### src/sv/terrain_height_grid_query_defines.svh
// assertion macros for the terrain height grid query block
`ifndef TERRAIN_HEIGHT_GRID_QUERY_DEFINES_SVH
`define TERRAIN_HEIGHT_GRID_QUERY_DEFINES_SVH

// same-cycle implication
`define THGQ_ASSERT_IMP(label, ante, cons) \
    label: assert property (@(posedge clk) disable iff (!rst_n) (ante) |-> (cons)) \
        else $error("thgq same-cycle check failed");

// next-cycle implication
`define THGQ_ASSERT_NXT(label, ante, cons) \
    label: assert property (@(posedge clk) disable iff (!rst_n) (ante) |=> (cons)) \
        else $error("thgq next-cycle check failed");

`endif

### src/sv/thgq_pkg.sv
// shared types, widths and codes of the terrain height grid query block
`default_nettype none
package thgq_pkg;

    localparam int GRID_MAX   = 256;
    localparam int STORE_DIM  = 256;
    localparam int GRID_CAP   = (GRID_MAX < STORE_DIM) ? GRID_MAX : STORE_DIM;
    localparam int FRAC_BITS  = 8;
    localparam int ONE        = 1 << FRAC_BITS;
    localparam int WGT_W      = FRAC_BITS + 1;
    localparam int HEIGHT_W   = 25;
    localparam int SPAN_W     = 24;
    localparam int COORD_W    = 32;
    localparam int CELL_W     = 8;
    localparam int ADDR_W     = 2 * CELL_W;
    localparam int U_W        = COORD_W + CELL_W;
    localparam int DIVD_W     = U_W + FRAC_BITS;
    localparam int PIX_SHIFT  = 23;
    localparam int DIFF_W     = HEIGHT_W + 1;
    localparam int PROD_W     = DIFF_W + WGT_W + 1;
    localparam int ACC_W      = PROD_W + 2;

    localparam logic MODE_LOAD  = 1'b0;
    localparam logic MODE_QUERY = 1'b1;

    localparam logic [2:0] REG_ORIGIN_X     = 3'd0;
    localparam logic [2:0] REG_ORIGIN_Z     = 3'd1;
    localparam logic [2:0] REG_TERRAIN_SPAN = 3'd2;
    localparam logic [2:0] REG_GRID_POINTS  = 3'd3;
    localparam logic [2:0] REG_MAX_HEIGHT   = 3'd4;

    typedef enum logic [3:0] {
        ST_IDLE,
        ST_LOAD_MUL,
        ST_LOAD_WR,
        ST_OFFSET,
        ST_SCALE,
        ST_DIV_START,
        ST_DIV,
        ST_CHECK,
        ST_READ,
        ST_MUL,
        ST_SUM,
        ST_OUT
    } thgq_state_t;

    typedef struct packed {
        logic mul_en;
        logic sum_en;
    } thgq_interp_ctl_t;

endpackage
`default_nettype wire

### src/sv/thgq_div.sv
// restoring divider, one quotient bit per cycle
`default_nettype none
module thgq_div
    import thgq_pkg::*;
(
    input  wire logic                clk,
    input  wire logic                rst_n,
    input  wire logic                start,
    input  wire logic [DIVD_W-1:0]   dividend,
    input  wire logic [SPAN_W-1:0]   divisor,
    output logic                     busy,
    output logic                     done,
    output logic [DIVD_W-1:0]        quotient
);

    localparam int CNT_W = $clog2(DIVD_W + 1);

    logic [CNT_W-1:0]  cnt_reg;
    logic              busy_reg;
    logic              done_reg;
    logic [SPAN_W-1:0] rem_reg;
    logic [DIVD_W-1:0] quo_reg;
    logic [SPAN_W:0]   trial;
    logic              ge;

    assign trial = {rem_reg, quo_reg[DIVD_W-1]};
    assign ge    = (trial >= {1'b0, divisor});

    always_ff @(posedge clk or negedge rst_n)
    begin
        if (!rst_n)
        begin
            cnt_reg  <= '0;
            busy_reg <= 1'b0;
            done_reg <= 1'b0;
        end
        else
        begin
            done_reg <= 1'b0;
            if (start)
            begin
                cnt_reg  <= CNT_W'(DIVD_W);
                busy_reg <= 1'b1;
            end
            else if (busy_reg)
            begin
                cnt_reg <= cnt_reg - CNT_W'(1);
                if (cnt_reg == CNT_W'(1))
                begin
                    busy_reg <= 1'b0;
                    done_reg <= 1'b1;
                end
            end
        end
    end

    always_ff @(posedge clk)
    begin
        if (start)
        begin
            rem_reg <= '0;
            quo_reg <= dividend;
        end
        else if (busy_reg)
        begin
            rem_reg <= ge ? SPAN_W'(trial - {1'b0, divisor}) : trial[SPAN_W-1:0];
            quo_reg <= {quo_reg[DIVD_W-2:0], ge};
        end
    end

    assign busy     = busy_reg;
    assign done     = done_reg;
    assign quotient = quo_reg;

endmodule
`default_nettype wire

### config.mk
export PLATFORM = sky130hd
export DESIGN_NAME = thgq_div
export DESIGN_NICKNAME = d
export VERILOG_FILES = /design/src/sv/terrain_height_grid_query_defines.svh /design/src/sv/thgq_pkg.sv /design/src/sv/thgq_div.sv
export SDC_FILE = /design/constraint.sdc
export NUM_CORES = 1
export LEC_CHECK = 0
export ABC_AREA = 1
export BUFFER_PORTS_ARGS = -buffer_cell sky130_fd_sc_hd__buf_2
export CAP_MARGIN = 20
export CORE_MARGIN = 4
export CORE_UTILIZATION = 30
export DETAILED_ROUTE_END_ITERATION = 10
export GPL_TIMING_DRIVEN = 0
export PLACE_DENSITY = 0.63
export SLEW_MARGIN = 20
export SYNTH_ARGS = -nofsm -noshare
export SYNTH_HDL_FRONTEND = slang
export SYNTH_SLANG_ARGS = --single-unit
export TNS_END_PERCENT = 1
### constraint.sdc
create_clock -name clk -period 2.5 [get_ports clk]
set_input_delay 0.25 -clock clk [delete_from_list [all_inputs] [get_ports clk]]
set_output_delay 0.25 -clock clk [all_outputs]
set_load 0.02 [all_outputs]
# ---- Word level (Yosys, flattened, before mapping)
# Index checks and enable logic that the tools add are counted.
dict set report classes {
  magnitude_cmp 1
  muxes 11
  n_eq_ne 1
  add_sub_neg 2
  n_reduce_logical 1
}
# op count
set op_table {}
lappend op_table {{48-bit two-way mux} 2}
lappend op_table {{25-bit by 24-bit >= comparator with 1-bit output} 1}
lappend op_table {{24-bit two-way mux} 1}
lappend op_table {{24-bit subtractor} 1}
lappend op_table {{6-bit two-way mux} 2}
lappend op_table {{6-bit by 1-bit equality test with 1-bit output (second input constant)} 1}
lappend op_table {{1-bit two-way mux} 6}
lappend op_table {{6-bit by 1-bit subtractor with 6-bit output (second input constant)} 1}
lappend op_table {{2-bit nonzero test} 1}
dict set report word_totals {
  in_bits 75
  ff_bits 80
}

# ---- Longest topological paths before layout
dict set report logic_depth {
  word_depth 4
  depth_mapped 14
  depth_no_buf 14
}

# ---- Least setup slack after synthesis
# OpenSTA, ideal clock, no wires.
dict set report synth_timing {
  kind {reg2reg}
  startpoint {register busy_reg, in the netlist busy}
  endpoint {register quo_reg[0], in the netlist quotient[0] (enable)}
  setup_time_ns 0.431
  path_stages_with_launch 4
  synth_period_minus_slack_ns 2.681
  required_time_ns 2.069
  slack_ns -0.181
  arrival_time_ns 2.250
  cell_sequence {dfrtp_1 -> nor2_1 -> inv_1 -> clkbuf_1}
}
dict set report synth_via {
  elab_chain_cells 1
}
# item line
set synth_rtl {}
lappend synth_rtl {{from (decl)} thgq_div.sv:19} ;# logic busy_reg;
lappend synth_rtl {{from (signal assigned)} thgq_div.sv:34} ;# busy_reg <= 1'b0;
lappend synth_rtl {{from (signal assigned)} thgq_div.sv:43} ;# busy_reg <= 1'b1;
lappend synth_rtl {{from (signal assigned)} thgq_div.sv:50} ;# busy_reg <= 1'b0;
lappend synth_rtl {{2-bit nonzero test (no source line)} --}
lappend synth_rtl {{to (signal assigned)} thgq_div.sv:62} ;# quo_reg <= dividend;
lappend synth_rtl {{to (signal assigned)} thgq_div.sv:67} ;# quo_reg <= {quo_reg[DIVD_W-2:0], ge};
lappend synth_rtl {{to (decl)} thgq_div.sv:22} ;# logic [DIVD_W-1:0] quo_reg;
# No other way between the ends.
# A chain may end at the register's enable or synchronous reset.

# ---- Worst setup path in the final report
dict set report layout_timing {
  startpoint {register quo_reg[47], in the netlist quotient[47]}
  endpoint {register rem_reg[16]}
}
dict set report layout_via {
  elab_chain_cells 2
  elab_cells_between_ends 3
  cone_classes {add/sub (1); order compare (1); mux (1)}
}
# item line
set layout_rtl {}
lappend layout_rtl {{24-bit subtractor or 25-bit by 24-bit >= comparator with 1-bit output (tied branches)} {thgq_div.sv:66, thgq_div.sv:27}}
lappend layout_rtl {{24-bit two-way mux *} thgq_div.sv:66} ;# rem_reg <= ge ? SPAN_W'(trial - {1'b0, divisor}) : trial[SPAN_W-1:0];
lappend layout_rtl {{to (signal assigned)} thgq_div.sv:66}
lappend layout_rtl {{to (decl)} thgq_div.sv:21} ;# logic [SPAN_W-1:0] rem_reg;
# Mark *: on every way between the ends. The rest lies on a longest branch, timed or not.

==> run_results.csv <==
group,metric,value,unit
cts,cts_buffer_depth,2,
worst_setup_path,path_cells,"inv_1 -> ha_1 -> fa_1 -> inv_1 -> a21oi_1 -> o21bai_1 -> nand2_1 -> nand3_1 -> nand3_2 -> nand3_1 -> nand2_1",
final_layout,fin_nets,1035,
timing,finalSetupViolCount,0,
cts,cts_buffers,9,
timing,worst_slew_pin_slew,0.780,ns
floorplanning,die_h,143,µm
placed_design,dp_slack,0.155,ns
drt,wl,15900,µm
cts,htreeDepth,3,
cts,clock_latency,0.34,ns
pwr,p_clk_share,22.2,%
synthesis,synthAdderAreaFrac,6.34,%
synthesis,avgSynthCellArea,6.82,µm²
worst_setup_path,cp.arrival,2.52,ns
synthesis,yosysWarnings,0,
worst_setup_path,crit_fanout,3,
pwr,p_leak,3.66,nW
worst_setup_path,cp_num_cells,11,
flow_run,cap_violations,0,
pwr,max-vdd-ir-drop,0.409,mV
drt,dr.pass1.iters,5,
synthesis,synth-xor-area-share,1.77,%
floorplanning,start_util,30.4,%
pwr,report.power.total,6.40,mW
timing,fin_ws,0.218,ns
synthesis,yosysUniqueCellTypes,36,
drt,vias,5337,
worst_setup_path,r2r_slack,0.22,ns
worst_setup_path,start_kind,"register",
cts,cts_tree,"built",
placed_design,portBuffers,123,
min_path,hold_path_class,"input pin to register",
timing,fmax,0.438,GHz
final_layout,largest_reg_flops,48,
timing,rsz0062_at_grt,"no",
placed_design,dp_hpwl,12500,µm
floorplanning,coreArea,17900,µm²
grt,antenna_found_initial,0,
cts,post_cts_buffers,0,
cts,path_clk_slew,0.07,ns
floorplanning,io_pins,125,
synthesis,yosysTopAreaCell,"edfxtp_1",
pwr,p_seq_share,29.0,%
grt,grt_max_degree,58,
drt,drtIter0Drc,272,
worst_setup_path,cp_slowest_cell,"fa_1",
floorplanning,die_area,20400,µm²
synthesis,synthTopCellsByArea,"edfxtp_1 26%, nand2_1 24%, inv_1 9.1%",
min_path,min_to,"quotient[12]$_DFFE_PP_",
synthesis,synth_top_family_by_area,"simple AND/OR/NAND/NOR gates",
pwr,switchingPower,2.80,mW
worst_setup_path,critPathTopFamily,"adder cells",
min_path,min_path_cells,3,
final_layout,diodes,0,
worst_setup_path,cp_slowest_stage_delay,0.41,ns
drt,vias_per_cell,4.57,
timing,slew_viol_final,0,
synthesis,yosysTopAreaCellShare,26.5,%
timing,finClkSkew,0.00805,ns
drt,ant_nets,0,
synthesis,synth_compound_area_share,3.77,%
timing,period_share,91.3,%
min_path,hold_path_startpoint,"dividend[12]",
synthesis,synthSimpleGateAreaFrac,37.3,%
worst_setup_path,r2r_end,"rem_reg[16]$_SDFFE_PP0P_",
synthesis,ys_seq_elements,80,
timing,relSlewSlack,48.0,%
synthesis,synth_area,5450,µm²
floorplanning,die_w,143,µm
pwr,internal_power,3.60,mW
timing,hold_viol,0,
placed_design,gp_congestion,0.897,
grt,grt_pass1_wl,25700,µm
worst_setup_path,rr_worst_depth,11,
cts,cts_resized,0,
grt,grt_overflow,0,
synthesis,syn_nets,900,
grt,grt.total_usage,16.0,%
run_status,status,"complete, no violations",
pwr,power_frac_comb,48.8,%
drt,drc,0,
grt,grt_pass1_vias,5126,
final_layout,areaGrowthSynthToFinish,22.5,%
cts,ctsHoldBuffers,1,
worst_setup_path,crit_buf_inv,2,
synthesis,synth.area.mux_share,0,%
drt,wl_per_cell,13.6,µm
synthesis,synth_seq_area_share,39.0,%
timing,fin_crit,2.28,ns
cts,cts_sinks,80,
pwr,power.density,959,nW/µm²
worst_setup_path,path_class,"register to register",
worst_setup_path,r2r-start,"quotient[47]$_DFFE_PP_",
worst_setup_path,critPathCaptureType,"register",
cts,cts_root_buf,"clkbuf_16",
worst_setup_path,required,2.73,ns
synthesis,synthCells,798,
pwr,netSwitchingFraction,43.7,%
floorplanning,rows,49,
final_layout,final_layout_size_suffix_gt1_share,18.4,%
==> synth_stat cells <==
cell type  instances
a21o_1             1
a21oi_1           16
a21oi_4            1
buf_1              1
buf_2              6
buf_6              1
buf_8              1
clkbuf_1          14
clkinv_1           1
dfrtp_1            8
dfxtp_1           24
edfxtp_1          48
fa_1               1
ha_1              26
inv_1            132
inv_2              9
nand2_1          344
nand2_2            3
nand3_1           51
nand3_2            7
nand3_4            1
nand3b_1           1
nand4_1           30
nor2_1            31
nor2_2             2
nor2_4             1
nor3_1             4
nor3_2             1
nor4_1             1
o21ai_0            9
o21ai_1            7
o21bai_1           2
o22ai_1            1
or2_0              1
xnor2_1            9
xor2_1             2
==> through the flow <==
| step | hold WS (ns) | util, % | std cells | instance area, µm² | setup TNS (ns) |
|---|---|---|---|---|---|
| final | 0.169 | 37.3 | 1167 | 6670 | 0 |
| after global routing | 0.166 | 37.3 | 1167 | 6670 | 0 |
| after CTS | 0.151 | 37.3 | 1167 | 6670 | 0 |
| after detailed placement | 0.107 | 35.5 | 1150 | 6350 | 0 |
| after global placement | 0.107 | 35.5 | 1150 | 6350 | -16.28 |
| after floorplan | -0.0456 | - | 798 | 5450 | 0 |
==> metal layers <==
| layer | up-vias | global-route usage [%] | wire length (µm) |
|---|---|---|---|
| li1 | 2777 | - | - |
| met4 | 0 | 4.95 | 329 |
| met3 | 21 | 4.89 | 1240 |
| met1 | 2367 | 19.5 | 6860 |
| met5 | - | 0 | 0 |
| met2 | 172 | 27.1 | 7430 |
==> kinds of logic after synthesis <==
family	after synthesis
AO/OA/AOI/OAI	37
XOR/XNOR	11
adder cells (fa/ha/maj)	27
buffers and inverters	165
flip-flops	80
AND/OR/NAND/NOR	478
==> cells in the final DEF (no fill, tap or decap), types with 13 or more instances in the layout <==
master | netlist | layout
nand2_1 | 344 | 344
a21oi_1 | 16 | 16
nor2_1 | 31 | 31
nand3_1 | 51 | 51
buf_2 | 6 | 129
ha_1 | 26 | 26
inv_1 | 132 | 132
clkbuf_1 | 14 | 13
nand4_1 | 30 | 30
edfxtp_1 | 48 | 48
dfxtp_1 | 24 | 24
==> worst register-to-register path, delay by kind of cell (launching register included) <==
family,cells,cell delay (ns)
AOI/OAI and AO/OA,2,0.51
DFF,1,0.35
adders and majority gates,2,0.65
buffers and inverters,2,0.21
and+or+nand+nor,5,0.46
==> power by group through the flow <==
stage / combinational [mW] / clock, mW / sequential, mW
after CTS: 3.13 / 1.46 / 1.85
final: 3.12 / 1.42 / 1.85
after floorplan: 2.27 / 0 / 1.94
after global placement: 3.08 / 0 / 1.87
after global routing: 3.56 / 1.50 / 1.89
after detailed placement: 3.11 / 0 / 1.87
==> worst max-delay path by stage <==
stage / slack, ns / endpoint / start
after global placement: -0.30 / cnt_reg[1]$_DFFE_PN0P_ / start
after CTS: 0.20 / rem_reg[16]$_SDFFE_PP0P_ / quotient[47]$_DFFE_PP_
after global routing: 0.03 / rem_reg[12]$_SDFFE_PP0P_ / quotient[47]$_DFFE_PP_
after floorplan: 0.52 / rem_reg[8]$_SDFFE_PP0P_ / quotient[47]$_DFFE_PP_
final: 0.22 / rem_reg[16]$_SDFFE_PP0P_ / quotient[47]$_DFFE_PP_
after detailed placement: 0.15 / cnt_reg[0]$_DFFE_PN0P_ / start
==> area by class of cell <==
type / count / area, µm²
fill: 1980 / 11200
multi-input combinational: 553 / 2680
sequential: 80 / 2120
timing repair buffer: 124 / 626
inverter: 142 / 533
tap: 229 / 287
clock buffer: 9 / 225
buffer: 23 / 116
clock inverter: 7 / 86.3
(Power assumes the default switching activity.)
