==> src/sv/terrain_height_grid_query_defines.svh <==
// assertion macros for the terrain height grid query block
`ifndef TERRAIN_HEIGHT_GRID_QUERY_DEFINES_SVH
`define TERRAIN_HEIGHT_GRID_QUERY_DEFINES_SVH

// same-cycle implication
`define THGQ_ASSERT_IMP(label, ante, cons) \
    label: assert property (@(posedge clk) disable iff (!rst_n) (ante) |-> (cons)) \
        else $error("thgq same-cycle check failed");

// next-cycle implication
`define THGQ_ASSERT_NXT(label, ante, cons) \
    label: assert property (@(posedge clk) disable iff (!rst_n) (ante) |=> (cons)) \
        else $error("thgq next-cycle check failed");

`endif

==> src/sv/thgq_pkg.sv <==
// shared types, widths and codes of the terrain height grid query block
`default_nettype none
package thgq_pkg;

    localparam int GRID_MAX   = 256;
    localparam int STORE_DIM  = 256;
    localparam int GRID_CAP   = (GRID_MAX < STORE_DIM) ? GRID_MAX : STORE_DIM;
    localparam int FRAC_BITS  = 8;
    localparam int ONE        = 1 << FRAC_BITS;
    localparam int WGT_W      = FRAC_BITS + 1;
    localparam int HEIGHT_W   = 25;
    localparam int SPAN_W     = 24;
    localparam int COORD_W    = 32;
    localparam int CELL_W     = 8;
    localparam int ADDR_W     = 2 * CELL_W;
    localparam int U_W        = COORD_W + CELL_W;
    localparam int DIVD_W     = U_W + FRAC_BITS;
    localparam int PIX_SHIFT  = 23;
    localparam int DIFF_W     = HEIGHT_W + 1;
    localparam int PROD_W     = DIFF_W + WGT_W + 1;
    localparam int ACC_W      = PROD_W + 2;

    localparam logic MODE_LOAD  = 1'b0;
    localparam logic MODE_QUERY = 1'b1;

    localparam logic [2:0] REG_ORIGIN_X     = 3'd0;
    localparam logic [2:0] REG_ORIGIN_Z     = 3'd1;
    localparam logic [2:0] REG_TERRAIN_SPAN = 3'd2;
    localparam logic [2:0] REG_GRID_POINTS  = 3'd3;
    localparam logic [2:0] REG_MAX_HEIGHT   = 3'd4;

    typedef enum logic [3:0] {
        ST_IDLE,
        ST_LOAD_MUL,
        ST_LOAD_WR,
        ST_OFFSET,
        ST_SCALE,
        ST_DIV_START,
        ST_DIV,
        ST_CHECK,
        ST_READ,
        ST_MUL,
        ST_SUM,
        ST_OUT
    } thgq_state_t;

    typedef struct packed {
        logic mul_en;
        logic sum_en;
    } thgq_interp_ctl_t;

endpackage
`default_nettype wire

==> src/sv/thgq_interp.sv <==
// barycentric interpolation over one cell, multiply stage and sum stage
`default_nettype none
module thgq_interp
    import thgq_pkg::*;
(
    input  wire logic                    clk,
    input  wire thgq_interp_ctl_t        ctl,
    input  wire logic signed [HEIGHT_W-1:0] h00,
    input  wire logic signed [HEIGHT_W-1:0] h10,
    input  wire logic signed [HEIGHT_W-1:0] h01,
    input  wire logic signed [HEIGHT_W-1:0] h11,
    input  wire logic [FRAC_BITS-1:0]    fx,
    input  wire logic [FRAC_BITS-1:0]    fz,
    output logic signed [HEIGHT_W-1:0]   height
);

    logic                        lower;
    logic signed [HEIGHT_W-1:0]  base;
    logic signed [DIFF_W-1:0]    da;
    logic signed [DIFF_W-1:0]    db;
    logic [WGT_W-1:0]            wa;
    logic [WGT_W-1:0]            wb;
    logic signed [PROD_W-1:0]    pa;
    logic signed [PROD_W-1:0]    pb;
    logic signed [HEIGHT_W-1:0]  base_reg;
    logic signed [PROD_W-1:0]    pa_reg;
    logic signed [PROD_W-1:0]    pb_reg;
    logic signed [ACC_W-1:0]     acc;
    logic signed [ACC_W-1:0]     rounded;
    logic signed [HEIGHT_W-1:0]  height_reg;

    assign lower = (({1'b0, fx} + {1'b0, fz}) <= WGT_W'(ONE));

    always_comb
    begin
        if (lower)
        begin
            base = h00;
            da   = DIFF_W'(h10) - DIFF_W'(h00);
            db   = DIFF_W'(h01) - DIFF_W'(h00);
            wa   = {1'b0, fx};
            wb   = {1'b0, fz};
        end
        else
        begin
            base = h11;
            da   = DIFF_W'(h10) - DIFF_W'(h11);
            db   = DIFF_W'(h01) - DIFF_W'(h11);
            wa   = WGT_W'(ONE) - {1'b0, fz};
            wb   = WGT_W'(ONE) - {1'b0, fx};
        end
    end

    assign pa = PROD_W'(da) * PROD_W'($signed({1'b0, wa}));
    assign pb = PROD_W'(db) * PROD_W'($signed({1'b0, wb}));

    always_ff @(posedge clk)
    begin
        if (ctl.mul_en)
        begin
            base_reg <= base;
            pa_reg   <= pa;
            pb_reg   <= pb;
        end
    end

    assign acc = {{(ACC_W-HEIGHT_W-FRAC_BITS){base_reg[HEIGHT_W-1]}}, base_reg, FRAC_BITS'(0)}
               + ACC_W'(pa_reg) + ACC_W'(pb_reg);
    assign rounded = acc + ACC_W'(ONE / 2);

    always_ff @(posedge clk)
    begin
        if (ctl.sum_en)
        begin
            height_reg <= rounded[FRAC_BITS+HEIGHT_W-1:FRAC_BITS];
        end
    end

    assign height = height_reg;

endmodule
`default_nettype wire

==> config.mk <==
export PLATFORM = sky130hd
export DESIGN_NAME = thgq_interp
export DESIGN_NICKNAME = d
export VERILOG_FILES = /design/src/sv/terrain_height_grid_query_defines.svh /design/src/sv/thgq_pkg.sv /design/src/sv/thgq_interp.sv
export SDC_FILE = /design/constraint.sdc
export NUM_CORES = 1
export LEC_CHECK = 0
export ABC_CLOCK_PERIOD_IN_PS = 19990
export CAP_MARGIN = 30
export CORE_UTILIZATION = 60
export DETAILED_ROUTE_END_ITERATION = 16
export DONT_BUFFER_PORTS = 1
export PLACE_DENSITY = 0.86
export SYNTH_ARGS = -nofsm -noshare
export SYNTH_HDL_FRONTEND = slang
export SYNTH_SLANG_ARGS = --single-unit
==> constraint.sdc <==
create_clock -name clk -period 19.99 [get_ports clk]
set_clock_uncertainty 0.15 [all_clocks]
set_input_delay 0.9995 -clock clk [delete_from_list [all_inputs] [get_ports clk]]
set_output_delay 0.9995 -clock clk [all_outputs]
set_load 0.01 [all_outputs]
* After elaboration in Yosys (flattened, before gate mapping)
Cells that the tools add are included.
** Cells by class
- Add/sub/neg operators :: 10
- Multipliers :: 2
- Order comparisons :: 1
- Multiplexer cells :: 5
** Operators by type and width (count)
- 25-bit by 25-bit subtractor with 26-bit output :: 4
- 33-bit adder :: 2
- 26-bit by 10-bit multiplier with 33-bit output :: 2
- 26-bit two-way mux :: 2
- 33-bit by 9-bit adder with 33-bit output (second input constant) :: 1
- 25-bit two-way mux :: 1
- 9-bit two-way mux :: 2
- 9-bit by 8-bit subtractor with 9-bit output (first input constant) :: 2
- 8-bit by 8-bit adder with 9-bit output :: 1
- 9-bit less-or-equal comparator (second input constant) :: 1
** Word-level totals
- Flip-flop bits (word level) :: 116
- Bits of input ports :: 119
- Output and inout bits :: 25
- Logic and storage cells :: 22

* Logic depth before layout (Yosys ltp)
- Word-level depth :: 4
- Mapped depth :: 50
- Mapped depth without buffers :: 47

* Least setup slack after synthesis
No wires, ideal clock.
- Path kind :: in2reg
- From :: input port fx[0]
- To :: register pb_reg[32] (data pin)
- Data arrival time :: 12.589 ns
- Required time :: 19.570 ns
- Slack :: 6.982 ns
- Stages on the path :: 46
- Buffers on the path :: 3
- Cell sequence :: ha_1 > fa_1 > o2111a_1 > o311a_1 > o211a_1 > a21oi_4 > buf_2 > buf_1 > buf_1 > nand2_1 > nand2_1 > ha_1 > inv_1 > fa_1 > maj3_1 > maj3_1 > o221ai_1 > nand2_1 > [... 10 more ...] > fa_1 > fa_1 > inv_1 > fa_1 > inv_1 > ha_1 > a21o_1 > a21o_1 > a21oi_1 > o211a_1 > o31ai_1 > a221o_1 > mux2i_1 > nand4_1 > or4b_2 > nand4_1 > a311oi_1 > xor2_1
** On the way
- Longest elaborated chain between the ends :: 4
** Ends and longest elaborated chain
- from (decl) :: RTL line thgq_interp.sv:12 : input wire logic [FRAC_BITS-1:0] fx,
- 8-bit by 8-bit adder with 9-bit output :: RTL line thgq_interp.sv:32 : assign lower = (({1'b0, fx} + {1'b0, fz}) <= WGT_W'(ONE));
- 9-bit less-or-equal comparator :: RTL line thgq_interp.sv:32
- 26-bit two-way mux / 9-bit two-way mux (equally long branches) :: RTL line thgq_interp.sv:36 : if (lower)
- 26-bit by 10-bit multiplier with 33-bit output * :: RTL line thgq_interp.sv:55 : assign pb = PROD_W'(db) * PROD_W'($signed({1'b0, wb}));
- named net pb[32] :: RTL line thgq_interp.sv:24 : logic signed [PROD_W-1:0] pb;
- to (signal assigned) :: RTL line thgq_interp.sv:63 : pb_reg <= pb;
- to (decl) :: RTL line thgq_interp.sv:27 : logic signed [PROD_W-1:0] pb_reg;
The timed path passes the listed nets; every way through them passes the cells marked *.
A chain may end at the register's enable or synchronous reset.

* Worst setup path after layout
Ends and elaborated chain as after synthesis.

==> results.md <==
- The gate count after technology mapping is 2,576.
- The maximum number of pins on one net before global-route repair is 92.
- By count the netlist is led by sky130_fd_sc_hd__inv_1, sky130_fd_sc_hd__fa_1, sky130_fd_sc_hd__nand2_1, sky130_fd_sc_hd__nor2_1, sky130_fd_sc_hd__ha_1.
- The clock transition at the registers of the reported paths is 0.06 ns.
- The critical path class is primary input to flip-flop.
- The via count of the first global-routing pass is 19,720.
- The final count of hold timing violations is 0.
- The first detailed-routing pass took 6 iterations.
- The die span in x is between 200 and 250 µm.
- The post-synthesis async set-or-reset flop share is 0.
- The fraction of the cycle the final worst path needs is 0.6612.
- The post-CTS setup buffer count is 0.
- Yosys instantiated no cell more often than sky130_fd_sc_hd__inv_1.
- Measured along the y axis, the die boundary spans 200.9 µm.
- The post-synthesis cell type count is 82.
- The number of cells traversed by the worst hold path is 0.
- Among all flip-flop cells after synthesis, the most frequent one is sky130_fd_sc_hd__edfxtp_1.
- The path depth of the worst reg2reg path is 18.
- The most critical setup path has its startpoint at fx[0].
- The detailed router finished its first iteration with 1,565 violations.
- The type of element capturing the critical path is a flip-flop.
- For this block, wires on met1 add up to roughly 22 mm.
- The transition time at the pin with the least slew margin is roughly 1.1 ns.
- The worst-skew pair later-pin latency is 0.45 ns.
- The number of synthesized register bits is ~120.
- The launch instance of the worst min-delay path is ctl[1].
- The overall fraction of global-route tracks in use is 0.3166.
- Summed over all nets, wire length on met2 after detailed routing comes to 30.65 mm.
- The tightest slew margin relative to the limit is 0.2780.
- Buffers placed on the I/O ports in this run total 0.
- The global-route wire length before repair is 99.49 mm.
- The tree built by TritonCTS fans out to about 120 sinks.
- The fraction of the yosys area taken by sequential cells is 0.1467.
- The detail route stage leaves a number of antenna-violating nets equal to 0.
- In the final timing run, aggregate negative setup slack is 0 ns.
- The worst-case register-to-register setup slack is approximately 14 ns.
- Summed over all layers, the routed wires come to 62.09 mm.
- The layout-stage area growth over the synthesis result is 5.242%.
- The number of enable flip-flop cells after synthesis is 116.
- In this run the number of H-tree levels came out at 4.
- The core area is 0.03883 mm².
- The highest net fanout along the worst path is 14.
- The flow ran to the end, and the final reports show no timing, DRC or antenna violations.
- The beginning of the worst register-to-register path is pa_reg[2].
- The number of antenna diodes in the final layout is 0.
- Routability-driven placement finished with a final weighted congestion of 0.9361.
- The capture endpoint of the worst hold path is pa_reg[5].
- The final layout net count is approximately 3,300.
- The max-slew violation count is 0.
- The share of layout cells above drive strength 1 is 0.03953.
- Of the post-synthesis cell area, the dominant cell type holds 0.3262.
- The per-cell via count in the routed design is 5.995.
- The warning count from the yosys run is 0.
- The worst-path cell with the longest stage delay is sky130_fd_sc_hd__or4b_2.
- Setup violations remaining at the end of the flow were counted as 0.
- The most numerous cell type found on the critical path is sky130_fd_sc_hd__fa_1.
- The placed instance count is 3,067.
- The post-CTS resize count is 0.
- TritonCTS created 17 clock buffers.
- Setup repair after global routing left no endpoint under its margin.
- The worst setup path is launched from a primary input.
- The row count is 72.
- When the netlist entered floorplanning its net count stood at 3,297.
- After global routing the overflow that remains totals 0.
- The path class of the lowest-slack min-delay path is primary input to flip-flop.
- For this run, the top clock speed supported by timing is 75.66 MHz.
- The data arrival time of the critical path is 13.24 ns.
- By area the synthesized netlist is led by sky130_fd_sc_hd__fa_1, sky130_fd_sc_hd__edfxtp_1, sky130_fd_sc_hd__ha_1.
- Dividing the detail-routed wire length by the instance count gives 20.04 µm.
- The die covers 0.04038 mm².
- The minimum clock period after layout is 13.22 ns.
- The number of violations of the max-capacitance limit is 0.
- Once layout is done, the placed cells without fillers occupy about 0.025 mm².
- Data on the critical path is required at its endpoint by 20.01 ns.
- The cell taking the most area after synthesis is sky130_fd_sc_hd__fa_1.
- The average size of a mapped cell is about 9 µm².
- The CTS tree is yes.
- Signal routing reaches up to met4.
- The endpoint of the most critical register-to-register path is height[24].
- The peak per-stage delay on the critical path is slightly below 0.7 ns.
- The finished layout holds 3,098 standard cells, fillers aside.
- Summed over all nets, the half-perimeter wirelength after detailed placement is 50.78 mm.
- Once placement finished, the instance area stood at roughly 0.024 mm².
- Summing every instance area after synthesis gives 0.02375 mm².
- about 140 I/O pins were placed.
- In the routed design, unresolved DRC markers number 0.
- In this run the deepest clock path goes through 2 buffers.
- After detailed routing, the met3 layer carries approximately 6.1 mm of wire.
- The number of antenna violations at the first check in global routing is 2.
- The clock root buffer is sky130_fd_sc_hd__clkbuf_16.
- For this design, the CTS-stage hold fixing added 0 buffers.
- The initial core utilization is 0.6116.
- The routed layout has 18,570 vias.
## worst max-delay path: cells and delay by family
kind / cells / cell delay, ns
compound gates: 14 / 3.46
mux: 1 / 0.19
xor+xnor: 3 / 0.75
simple gates: 8 / 1.80
fa+ha+maj: 14 / 5.77
buf+inv: 4 / 0.21
## kinds of logic (layout without fill, tap and decap cells)
kind of cell,count (synthesis),in the layout,share of synthesized area
XOR/XNOR,204,204,0.07645
AO/OA/AOI/OAI,308,308,0.08820
multiplexers,36,36,0.01602
AND/OR/NAND/NOR,781,781,0.1448
adder cells (fa/ha/maj),619,619,0.4467
flip-flops,116,116,0.1467
buffers and inverters,512,516,0.08109
## cell type report
type / instances / area [µm²]
well taps: 518 / 648.1
fillers: 3043 / 13830
clock inverters: 7 / 83.83
inverters: 459 / 1723
repair buffers: 27 / 234.0
flip-flops and latches: 116 / 3483
multi-input cells: 1948 / 18370
clock buffers: 23 / 447.9
## cells in the final DEF, fill, tap and decap left out, types with 5 or more instances in the layout
cell type                     n
sky130_fd_sc_hd__a2111oi_0    5
sky130_fd_sc_hd__a211oi_1     9
sky130_fd_sc_hd__a21o_1      36
sky130_fd_sc_hd__a21oi_1     82
sky130_fd_sc_hd__a31oi_1     10
sky130_fd_sc_hd__and2_1      28
sky130_fd_sc_hd__and3_1      15
sky130_fd_sc_hd__buf_4       24
sky130_fd_sc_hd__clkbuf_1     6
sky130_fd_sc_hd__clkbuf_16   17
sky130_fd_sc_hd__edfxtp_1   116
sky130_fd_sc_hd__fa_1       387
sky130_fd_sc_hd__ha_1       215
sky130_fd_sc_hd__inv_1      459
sky130_fd_sc_hd__maj3_1      16
sky130_fd_sc_hd__mux2i_1     25
sky130_fd_sc_hd__nand2_1    289
sky130_fd_sc_hd__nand2b_1    26
sky130_fd_sc_hd__nand3_1     21
sky130_fd_sc_hd__nand4_1      9
sky130_fd_sc_hd__nor2_1     277
sky130_fd_sc_hd__nor2b_1     38
sky130_fd_sc_hd__nor3_1      35
sky130_fd_sc_hd__o211ai_1     6
sky130_fd_sc_hd__o21a_1      14
sky130_fd_sc_hd__o21ai_0     43
sky130_fd_sc_hd__o21ai_2      7
sky130_fd_sc_hd__o21bai_1    19
sky130_fd_sc_hd__o31ai_1     11
sky130_fd_sc_hd__or2_2       17
sky130_fd_sc_hd__or3_1        8
sky130_fd_sc_hd__xnor2_1    136
sky130_fd_sc_hd__xor2_1      65
## per-layer routing
metal	global-route usage	vias to the layer above
met5	0	-
met4	0.1469	0
met3	0.06347	203
met2	0.5484	943
met1	0.3787	9214
li1	-	8212
## worst max-delay path by stage
stage | slack (ns) | end
2_1_floorplan | 6.98 | pb_reg[32]
3_3_place_gp | 7.08 | pb_reg[32]
3_5_place_dp | 6.56 | pb_reg[32]
4_1_cts | 6.94 | pb_reg[32]
5_1_grt | 6.21 | pb_reg[32]
6_report | 6.77 | pb_reg[32]
## per-stage QoR
stage	hold slack, ns	utilization	setup WS (ns)
4_1_cts	0.5138	0.6433	6.937
6_report	0.5184	0.6437	6.772
3_5_place_dp	0.6394	0.6296	6.558
2_1_floorplan	0.5985	-	6.982
5_1_grt	0.5063	0.6437	6.212
3_3_place_gp	0.6560	0.6286	7.084
Power is left out: the tool's default activity adds up to more than one toggle a clock period on the data nets, which glitch-free logic cannot reach.
